## src/gsa_pkg.sv

```systemverilog
package gsa_pkg;

  localparam int GEN_W      = 32;
  localparam int SIDX_W     = 16;
  localparam int HANDLE_W   = 64;
  localparam int LIVE_W     = 17;
  localparam int IN_DATA_W  = 80;
  localparam int IN_USER_W  = 2;
  localparam int OUT_DATA_W = 104;
  localparam int OUT_USER_W = 1;

  localparam logic [GEN_W-1:0] GEN_MAX   = 32'hffff_ffff;
  localparam logic [GEN_W-1:0] GEN_FIRST = 32'd1;

  typedef enum logic [1:0] {
    OP_ALLOC    = 2'd0,
    OP_RELEASE  = 2'd1,
    OP_LOOKUP   = 2'd2,
    OP_VALIDATE = 2'd3
  } op_t;

  typedef struct packed {
    logic             active;
    logic [GEN_W-1:0] gen;
  } entry_t;

  typedef struct packed {
    logic clear_step;
    logic accept;
    logic scan_step;
    logic commit;
  } cmd_t;

  typedef struct packed {
    logic clear_done;
    logic scan_more;
  } status_t;

endpackage

```

## src/gsa_ctrl.sv

```systemverilog
module gsa_ctrl (
  input  logic             clk,
  input  logic             rst,
  input  logic             s_tvalid,
  output logic             s_tready,
  output logic             m_tvalid,
  input  logic             m_tready,
  input  gsa_pkg::status_t status,
  output gsa_pkg::cmd_t    cmd
);
  import gsa_pkg::*;

  typedef enum logic [1:0] {
    S_CLEAR,
    S_IDLE,
    S_EVAL
  } state_t;

  state_t state;

  assign s_tready = (state == S_IDLE);

  always_comb begin
    cmd.clear_step = (state == S_CLEAR);
    cmd.accept     = (state == S_IDLE) && s_tvalid;
    cmd.scan_step  = (state == S_EVAL) && status.scan_more;
    cmd.commit     = (state == S_EVAL) && !status.scan_more && (!m_tvalid || m_tready);
  end

  always_ff @(posedge clk) begin
    if (rst) begin
      state    <= S_CLEAR;
      m_tvalid <= 1'b0;
    end else begin
      if (cmd.commit) begin
        m_tvalid <= 1'b1;
      end else if (m_tready) begin
        m_tvalid <= 1'b0;
      end
      unique case (state)
        S_CLEAR: begin
          if (status.clear_done) begin
            state <= S_IDLE;
          end
        end
        S_IDLE: begin
          if (s_tvalid) begin
            state <= S_EVAL;
          end
        end
        S_EVAL: begin
          if (cmd.commit) begin
            state <= S_IDLE;
          end
        end
        default: begin
          state <= S_CLEAR;
        end
      endcase
    end
  end

endmodule

```

## config.mk

```make
export PLATFORM = sky130hd
export DESIGN_NAME = gsa_ctrl
export DESIGN_NICKNAME = d
export VERILOG_FILES = /design/src/gsa_pkg.sv /design/src/gsa_ctrl.sv
export SDC_FILE = /design/constraint.sdc
export NUM_CORES = 1
export LEC_CHECK = 0
export BUFFER_PORTS_ARGS = -buffer_cell sky130_fd_sc_hd__buf_2
export CAP_MARGIN = 30
export CELL_PAD_IN_SITES_DETAIL_PLACEMENT = 1
export CELL_PAD_IN_SITES_GLOBAL_PLACEMENT = 1
export CORE_AREA = 2 2 39 41
export DETAILED_ROUTE_END_ITERATION = 8
export DIE_AREA = 0 0 41 43
export HOLD_SLACK_MARGIN = 0.03
export PLACE_DENSITY_LB_ADDON = 0.08
export SLEW_MARGIN = 20
export SYNTH_ARGS = -nofsm -noshare
export SYNTH_HDL_FRONTEND = slang
export SYNTH_SLANG_ARGS = --single-unit
```

## constraint.sdc

```tcl
create_clock -name clk -period 1.1 [get_ports clk]
set_input_delay 0.11 -clock clk [delete_from_list [all_inputs] [get_ports clk]]
set_output_delay 0.11 -clock clk [all_outputs]
set_load 0.005 [all_outputs]
```

==> results of run 1 <==
[critical path, delay by kind of cell (launching register included)]
kind | cells | cell delay, ns
AND/OR/NAND/NOR | 2 | 0.34
flip-flops | 1 | 0.32
buffers and inverters | 2 | 0.17
[cell type report]
cell class	count	area, um^2	share of cell area
Timing Repair Buffer	13	70.1	0.251
Inverter	3	11.3	0.0404
Multi-Input combinational cell	14	88.8	0.318
Clock buffer	4	26.3	0.0942
Sequential cell	3	62.6	0.224
Tap cell	16	20.0	0.0717
[cells in the mapped netlist]
cell / n / area share
dfxtp_1: 3 / 0.38
inv_1: 3 / 0.071
a21oi_1: 2 / 0.063
nand2b_1: 2 / 0.079
a21oi_2: 1 / 0.055
a22oi_1: 1 / 0.047
and2_1: 1 / 0.039
and2b_1: 1 / 0.047
nand2_1: 1 / 0.024
nand3b_1: 1 / 0.047
nor2_1: 1 / 0.024
nor2b_1: 1 / 0.039
nor2b_2: 1 / 0.055
o21ai_1: 1 / 0.031
[how the worst max path moves through the flow]
| stage | slack (ns) | to | from | cells past startpoint |
|---|---|---|---|---|
| floorplan | 0.30 | state[0]$_SDFFE_PP0P_ | state[0]$_SDFFE_PP0P_ | 3 |
| global placement | 0.14 | cmd[0] | state[0]$_SDFFE_PP0P_ | 4 |
| detailed placement | 0.14 | cmd[0] | state[0]$_SDFFE_PP0P_ | 4 |
| CTS | -0.07 | cmd[0] | state[0]$_SDFFE_PP0P_ | 4 |
| global route | -0.12 | cmd[0] | state[0]$_SDFFE_PP0P_ | 4 |
| finish | -0.06 | cmd[0] | state[0]$_SDFFE_PP0P_ | 4 |
[power breakdown]
part / internal, uW / switching, uW / leakage (uW) / total (uW)
logic: 29.9 / 24.2 / 0.000110 / 54.1
clock network: 136 / 51.1 / 0.0000150 / 187
registers: 116 / 4.12 / 0.0000253 / 120
[per-layer routing]
layer	wire (um)	GRT usage	share of wire
met5	0	0	0
met3	57	0.0471	0.12
met1	213	0.0671	0.47
met4	13	0.0600	0.028
met2	174	0.0875	0.38
[cells by family after synthesis]
| group | after synthesis |
|---|---|
| simple gates | 9 |
| compound gates | 5 |
| flops | 3 |
| buf+inv | 3 |
[repair_timing]
item / CTS / global route
setup endpoints to repair: 3 / 3
hold buffers: 0 / 0
setup buffers: 1 / 1
resized for setup: 2 / 1
pin swaps: 2 / 1
cloned: 0 / 0
[sequential cells by signal, summed over array words and instances (netlist names)]
register / flops
state: 2
m_tvalid: 1
[metrics by stage]
stage | power, uW | cell area [um^2] | util | std cells | TNS (ns)
4_1_cts | 372 | 270 | 0.195 | 52 | -0.107
5_1_grt | 394 | 279 | 0.202 | 53 | -0.322
6_report | 361 | 279 | 0.202 | 53 | -0.124
3_5_place_dp | 173 | 234 | 0.169 | 47 | 0
3_3_place_gp | 173 | 234 | 0.169 | 47 | 0
2_1_floorplan | 146 | 159 | - | 20 | 0
==> impl_metrics.toml, run 1 <==
[setup_path]
worstRegToRegCells = 5
reg2reg_from = "state[0]$_SDFFE_PP0P_"
cp.arrival_ns = 1.05
reg2reg_slack_ns = 0.03
end_kind = "primary output"
rr_endpoint = "state[0]$_SDFFE_PP0P_"
cp_cell_sequence = "and2b_2 > nand3b_1 > inv_1 > buf_2"
cp_slowest_stage_delay_ns = 0.32
critPathMaxFanout = 4
crit_path_top_delay_cell = "dfxtp_2"
critPathKind = "reg2out"
start_kind = "register"
worstPathRequired_ns = 0.99

[final_layout]
nFillCells = 183
antenna_cells = 0
final_cell_mix = "11 x buf_2, 3 x inv_1, 3 x clkbuf_4"
syn2layout_area_growth_pct = 75.6
drive_gt1_frac = 0.568
mostFrequentLayoutCell = "buf_2"
fin_nets = 44

[drt]
final_antenna_net_count = 0
dr_total_vias = 200
drcViolationCount = 0
vias_per_cell = 3.77
wire_per_inst_um = 8.64
dr.pass1.iters = 4
dr.first_iter.drc_count = 2
drt-total-wl_um = 458

[global_routing]
grt_use_total = 0.0671
grt_overflow_total = 0
antenna_found_initial = 0
grt_pass1_vias = 196
grt_max_degree = 5
grt_pass1_wl_um = 731

[logic_synthesis]
syn_area_per_cell_um2 = 7.95
synth_area_um2 = 159
syn_nets = 26
syn_inst = 20
synth_top_family_by_area = "simple AND/OR/NAND/NOR gates"
synth_fa_ha_area_frac = 0
ys_types = 14
synth_mux_area_frac = 0
yosysSeqAreaShare = 0.378
synth_xor_area_frac = 0
ys_seq_elements = 3
synth_warnings = 0
synth_compound_area_frac = 0.197
synthSimpleGateAreaFrac = 0.354

[outcome]
status = "finished, violations left"
violations = "setup timing"

[sta]
setup_violations = 2
finalCriticalPeriod_ns = 1.16
rsz0062_at_grt = "true"
worst_pin_slew_ns = 0.203
finClkSkew_ns = 0.000440
final.period_utilization = 1.06
max_freq_mhz = 859
drv_slew = 0
hold_viol = 0
fin_hold_ws_ns = 0.0689
setup_slack_ns = -0.0637
slew_headroom = 0.865

[placed_design]
portBuffers = 11
place.gp.congestion = 0.594
place_ws_ns = 0.137

[floorplan]
die_h_um = 43
dieArea_um2 = 1760
core_um2 = 1380
start_util = 0.115
ioPinCount = 12
rows = 14
dieWidth_um = 41

[cts]
cts_buffers = 3
root_buffer = "clkbuf_4"
ctsHtreeMaxLevel = 1
clock-sinks = 3
clk_latency_ns = 0.23
cts_tree = "built"
cts_buffer_depth = 2
clk_pin_slew_ns = 0.03

[pwr]
p_leak_uw = 0.000150
p_per_area_nw_per_um2 = 1290
ir_worst_vdd_mv = 0.585

[worst_hold_path]
hold_end = "state[0]$_SDFFE_PP0P_"
whs_path_depth = 2
hp-start = "rst"
worstHoldPathType = "in2reg"

[flow_run]
drv_cap = 0
Power figures use the tool's default switching activity.
==> inputs of run 2 (changes only) <==
- CORE_AREA: 2 2 39 41 -> 10 10 47 49
- DIE_AREA: 0 0 41 43 -> 0 0 57 59
- SKIP_CTS_REPAIR_TIMING: not set -> 1
==> impl_metrics.toml, run 2 (synthesis results as in run 1) <==
[outcome]
status = "finished, violations left"
violations = "setup timing"

[final_layout]
antenna_cells = 0
drive_gt1_frac = 0.541
mostFrequentLayoutCell = "buf_2"
fin_nets = 44
largest_register = "state"
ff_latch_area_um2 = 61.3
largest_register_ff_count = 2
final_util = 0.198
top_regs = "state: 2 flops, m_tvalid: 1 flops"
final_cell_mix = "11 x buf_2, 3 x inv_1, 3 x clkbuf_4"
nFillCells = 178
multi_input_area_um2 = 88.8
syn2layout_area_growth_pct = 74.8

[drt]
wire_per_inst_um = 10.1
final_antenna_net_count = 0
vias_per_cell = 3.60
dr.first_iter.drc_count = 3
dr.pass1.iters = 2
drcViolationCount = 0
dr_total_vias = 191
drt-total-wl_um = 536

[setup_path]
critPathMaxFanout = 4
critPathKind = "reg2out"
start_kind = "register"
reg2reg_from = "state[0]$_SDFFE_PP0P_"
worstPathRequired_ns = 0.99
reg2reg_slack_ns = 0.16
rr_endpoint = "state[0]$_SDFFE_PP0P_"
crit_start = "state[0]$_SDFFE_PP0P_"
cp.arrival_ns = 1.04
crit_end = "cmd[0]"
end_kind = "primary output"
worstRegToRegCells = 4

[sta]
worst_pin_slew_ns = 0.215
hold_viol = 0
setup_slack_ns = -0.0549
slew_headroom = 0.857
finClkSkew_ns = 0.00184
final.period_utilization = 1.05
rsz0062_at_grt = "true"
finalCriticalPeriod_ns = 1.15
max_freq_mhz = 866
drv_slew = 0
setup_violations = 2

[cts]
cts_tree = "built"
root_buffer = "clkbuf_4"
clk_latency_ns = 0.23
clock-sinks = 3
cts_buffers = 3
ctsHtreeMaxLevel = 1
cts_buffer_depth = 2
clk_pin_slew_ns = 0.04

[floorplan]
start_util = 0.113
dieWidth_um = 57
die_h_um = 59
ioPinCount = 12
core_um2 = 1400
dieArea_um2 = 3360
rows = 14

[placed_design]
place_hpwl_um = 470
place.gp.congestion = 0.622
portBuffers = 11

[global_routing]
grt_max_degree = 5
antenna_found_initial = 0
grt_pass1_vias = 209
grt_use_total = 0.0354
grt_pass1_wl_um = 862
grt_overflow_total = 0

[pwr]
p_leak_uw = 0.000151
finalPower_uw = 367
p_per_area_nw_per_um2 = 1320
ir_worst_vdd_mv = 0.373

[flow_run]
drv_cap = 0

[worst_hold_path]
worstHoldPathType = "in2reg"
-- run 2: cell count changes in the layout (fill, tap and decap cells not counted) --
cell     change
dfxtp_1      +1
dfxtp_2      -1
-- run 2: per-layer routing --
layer  vias to the layer above  track usage  part of all wire
li1                         99            -                 -
met2                         6       0.0558              0.56
met1                        86       0.0285              0.39
met5                         -            0                 0
met3                         0       0.0343             0.056
met4                         0       0.0201                 0
-- run 2: how the worst min path moves through the flow --
stage / start / endpoint / slack, ns / cells past startpoint
2_1_floorplan: rst / state[0]$_SDFFE_PP0P_ / 0.17 / 1
3_3_place_gp: rst / state[0]$_SDFFE_PP0P_ / 0.31 / 2
3_5_place_dp: rst / state[0]$_SDFFE_PP0P_ / 0.31 / 2
4_1_cts: rst / state[0]$_SDFFE_PP0P_ / 0.06 / 2
5_1_grt: rst / state[0]$_SDFFE_PP0P_ / 0.07 / 2
6_report: rst / state[0]$_SDFFE_PP0P_ / 0.06 / 2
-- run 2: worst max-delay path, stage by stage, from the launching register on --
cell	delay, ns
dfxtp_2	0.32
and2b_2	0.23
nand3b_1	0.10
inv_1	0.04
buf_2	0.12
-- run 2: where the power goes --
group / internal, uW / switching (uW)
sequential: 116 / 4.03
combinational: 30.6 / 24.7
clock: 136 / 56.0
total: 282 / 84.8
-- run 2: final cells by class --
| type | instances | area share |
|---|---|---|
| timing repair buffer | 13 | 0.252 |
| inverter | 3 | 0.0405 |
| tap | 16 | 0.0721 |
| clock buffer | 4 | 0.0946 |
| multi-input combinational | 14 | 0.320 |
| sequential | 3 | 0.221 |
-- run 2: through the flow --
stage | setup slack, ns | hold WS (ns) | instance area (um^2) | std cells | TNS (ns)
after floorplan | 0.297 | 0.172 | 159 | 20 | 0
after global routing | -0.131 | 0.0687 | 278 | 53 | -0.322
final | -0.0549 | 0.0623 | 278 | 53 | -0.104
after global placement | 0.130 | 0.313 | 234 | 47 | 0
after CTS | -0.113 | 0.0626 | 260 | 51 | -0.235
after detailed placement | 0.143 | 0.308 | 234 | 47 | 0
==> inputs of run 3 (changes only) <==
- CELL_PAD_IN_SITES_DETAIL_PLACEMENT: 1 -> not set
- CELL_PAD_IN_SITES_GLOBAL_PLACEMENT: 1 -> not set
==> impl_metrics.toml, run 3 (synthesis results as in run 1) <==
[worst_hold_path]
hp-start = "rst"
whs_path_depth = 2
hold_end = "state[0]$_SDFFE_PP0P_"
worstHoldPathType = "in2reg"

[pwr]
ir_worst_vdd_mv = 0.398
p_int_uw = 282
p_leak_uw = 0.000151
clkPwrFrac = 0.523
switching_power_uw = 83.3
p_sw_frac = 0.228
seq_power_share = 0.327
p_per_area_nw_per_um2 = 1320
combPwrFrac = 0.151

[final_layout]
final_cell_mix = "11 x buf_2, 3 x inv_1, 3 x clkbuf_4"
syn2layout_area_growth_pct = 74.8
mostFrequentLayoutCell = "buf_2"
antenna_cells = 0
fin_nets = 44
largest_register = "state"
largest_register_ff_count = 2
drive_gt1_frac = 0.541
ff_latch_area_um2 = 61.3
nFillCells = 182
multi_input_area_um2 = 88.8
final_area_um2 = 278
top_regs = "state: 2 flops, m_tvalid: 1 flops"

[placed_design]
place_hpwl_um = 428
postPlaceCellArea_um2 = 234
portBuffers = 11
place.gp.congestion = 0.598

[drt]
vias_per_cell = 3.51
drcViolationCount = 0
drt-total-wl_um = 504
wire_per_inst_um = 9.51
dr.first_iter.drc_count = 0
dr.pass1.iters = 1
final_antenna_net_count = 0
dr_total_vias = 186

[setup_path]
worstPathBufferInverterCount = 1
cp_cell_sequence = "and2b_2 > and2_1 > buf_2"
critical_path.top_delay_family = "simple AND/OR/NAND/NOR gates"
cp.arrival_ns = 1.04
cp_slowest_stage_delay_ns = 0.32
critPathMaxFanout = 3
rr_endpoint = "state[1]$_SDFFE_PP0P_"
start_kind = "register"
critPathKind = "reg2out"
worstPathRequired_ns = 0.99
reg2reg_slack_ns = 0.16
crit_path_top_delay_cell = "dfxtp_2"
reg2reg_from = "state[0]$_SDFFE_PP0P_"
end_kind = "primary output"
worstRegToRegCells = 4

[sta]
rsz0062_at_grt = "true"
drv_slew = 0
setup_slack_ns = -0.0510
finClkSkew_ns = 0.00106
worst_pin_slew_ns = 0.203
final.period_utilization = 1.05
finalCriticalPeriod_ns = 1.15
hold_viol = 0
slew_headroom = 0.865
setup_tns_ns = -0.0893
setup_violations = 2
max_freq_mhz = 869

[floorplan]
start_util = 0.113
dieWidth_um = 57
core_um2 = 1400
rows = 14
die_h_um = 59
ioPinCount = 12
dieArea_um2 = 3360

[cts]
cts_buffer_depth = 2
root_buffer = "clkbuf_4"
cts_tree = "built"
clk_pin_slew_ns = 0.04
clock-sinks = 3
ctsHtreeMaxLevel = 1
clk_latency_ns = 0.23
cts_buffers = 3

[flow_run]
drv_cap = 0

[outcome]
status = "finished, violations left"
violations = "setup timing"

[global_routing]
grt_use_total = 0.0328
antenna_found_initial = 0
grt_pass1_vias = 215
grt_pass1_wl_um = 807
grt_overflow_total = 0
grt_max_degree = 5
-- run 3: worst reg2reg max path, cell delays in order, from the launching register on --
cell	delay, ns
dfxtp_2	0.32
and2b_2	0.23
buf_4	0.13
o21ai_1	0.07
a21oi_1	0.08
-- run 3: per-layer routing --
metal  track usage  up-vias  routed length [um]
met5             0        -                   0
met2        0.0527        6                 296
met4        0.0403        0                   0
met3        0.0172        0                  45
li1              -       98                   -
met1        0.0260       82                 162
-- run 3: power groups by stage --
stage          Combinational, uW  Sequential, uW  Clock [uW]
3_5_place_dp                53.1             121           0
2_1_floorplan               26.1             120           0
3_3_place_gp                53.5             120           0
5_1_grt                     62.5             120         210
4_1_cts                     53.3             119         207
6_report                    55.0             119         191
-- run 3: stage by stage --
step	utilization	total power [uW]	hold slack (ns)	std cells	setup WS (ns)
3_3_place_gp	0.167	174	0.313	47	0.147
3_5_place_dp	0.167	174	0.312	47	0.138
2_1_floorplan	-	146	0.172	20	0.297
6_report	0.198	366	0.0628	53	-0.0510
5_1_grt	0.198	392	0.0554	53	-0.110
4_1_cts	0.186	379	0.0625	51	-0.115
-- run 3: how the worst max path moves through the flow --
stage,from,to,depth (start not counted)
2_1_floorplan,state[0]$_SDFFE_PP0P_,state[0]$_SDFFE_PP0P_,3
3_3_place_gp,state[0]$_SDFFE_PP0P_,cmd[0],4
3_5_place_dp,state[0]$_SDFFE_PP0P_,cmd[0],4
4_1_cts,state[0]$_SDFFE_PP0P_,cmd[0],4
5_1_grt,state[0]$_SDFFE_PP0P_,cmd[0],4
6_report,state[0]$_SDFFE_PP0P_,cmd[1],3
-- run 3: final cells by class --
| cell class | instances | share of cell area |
|---|---|---|
| sequential | 3 | 0.221 |
| multi-input combinational | 14 | 0.320 |
| tap | 16 | 0.0721 |
| clock buffer | 4 | 0.0946 |
| timing repair buffer | 13 | 0.252 |
| inverter | 3 | 0.0405 |
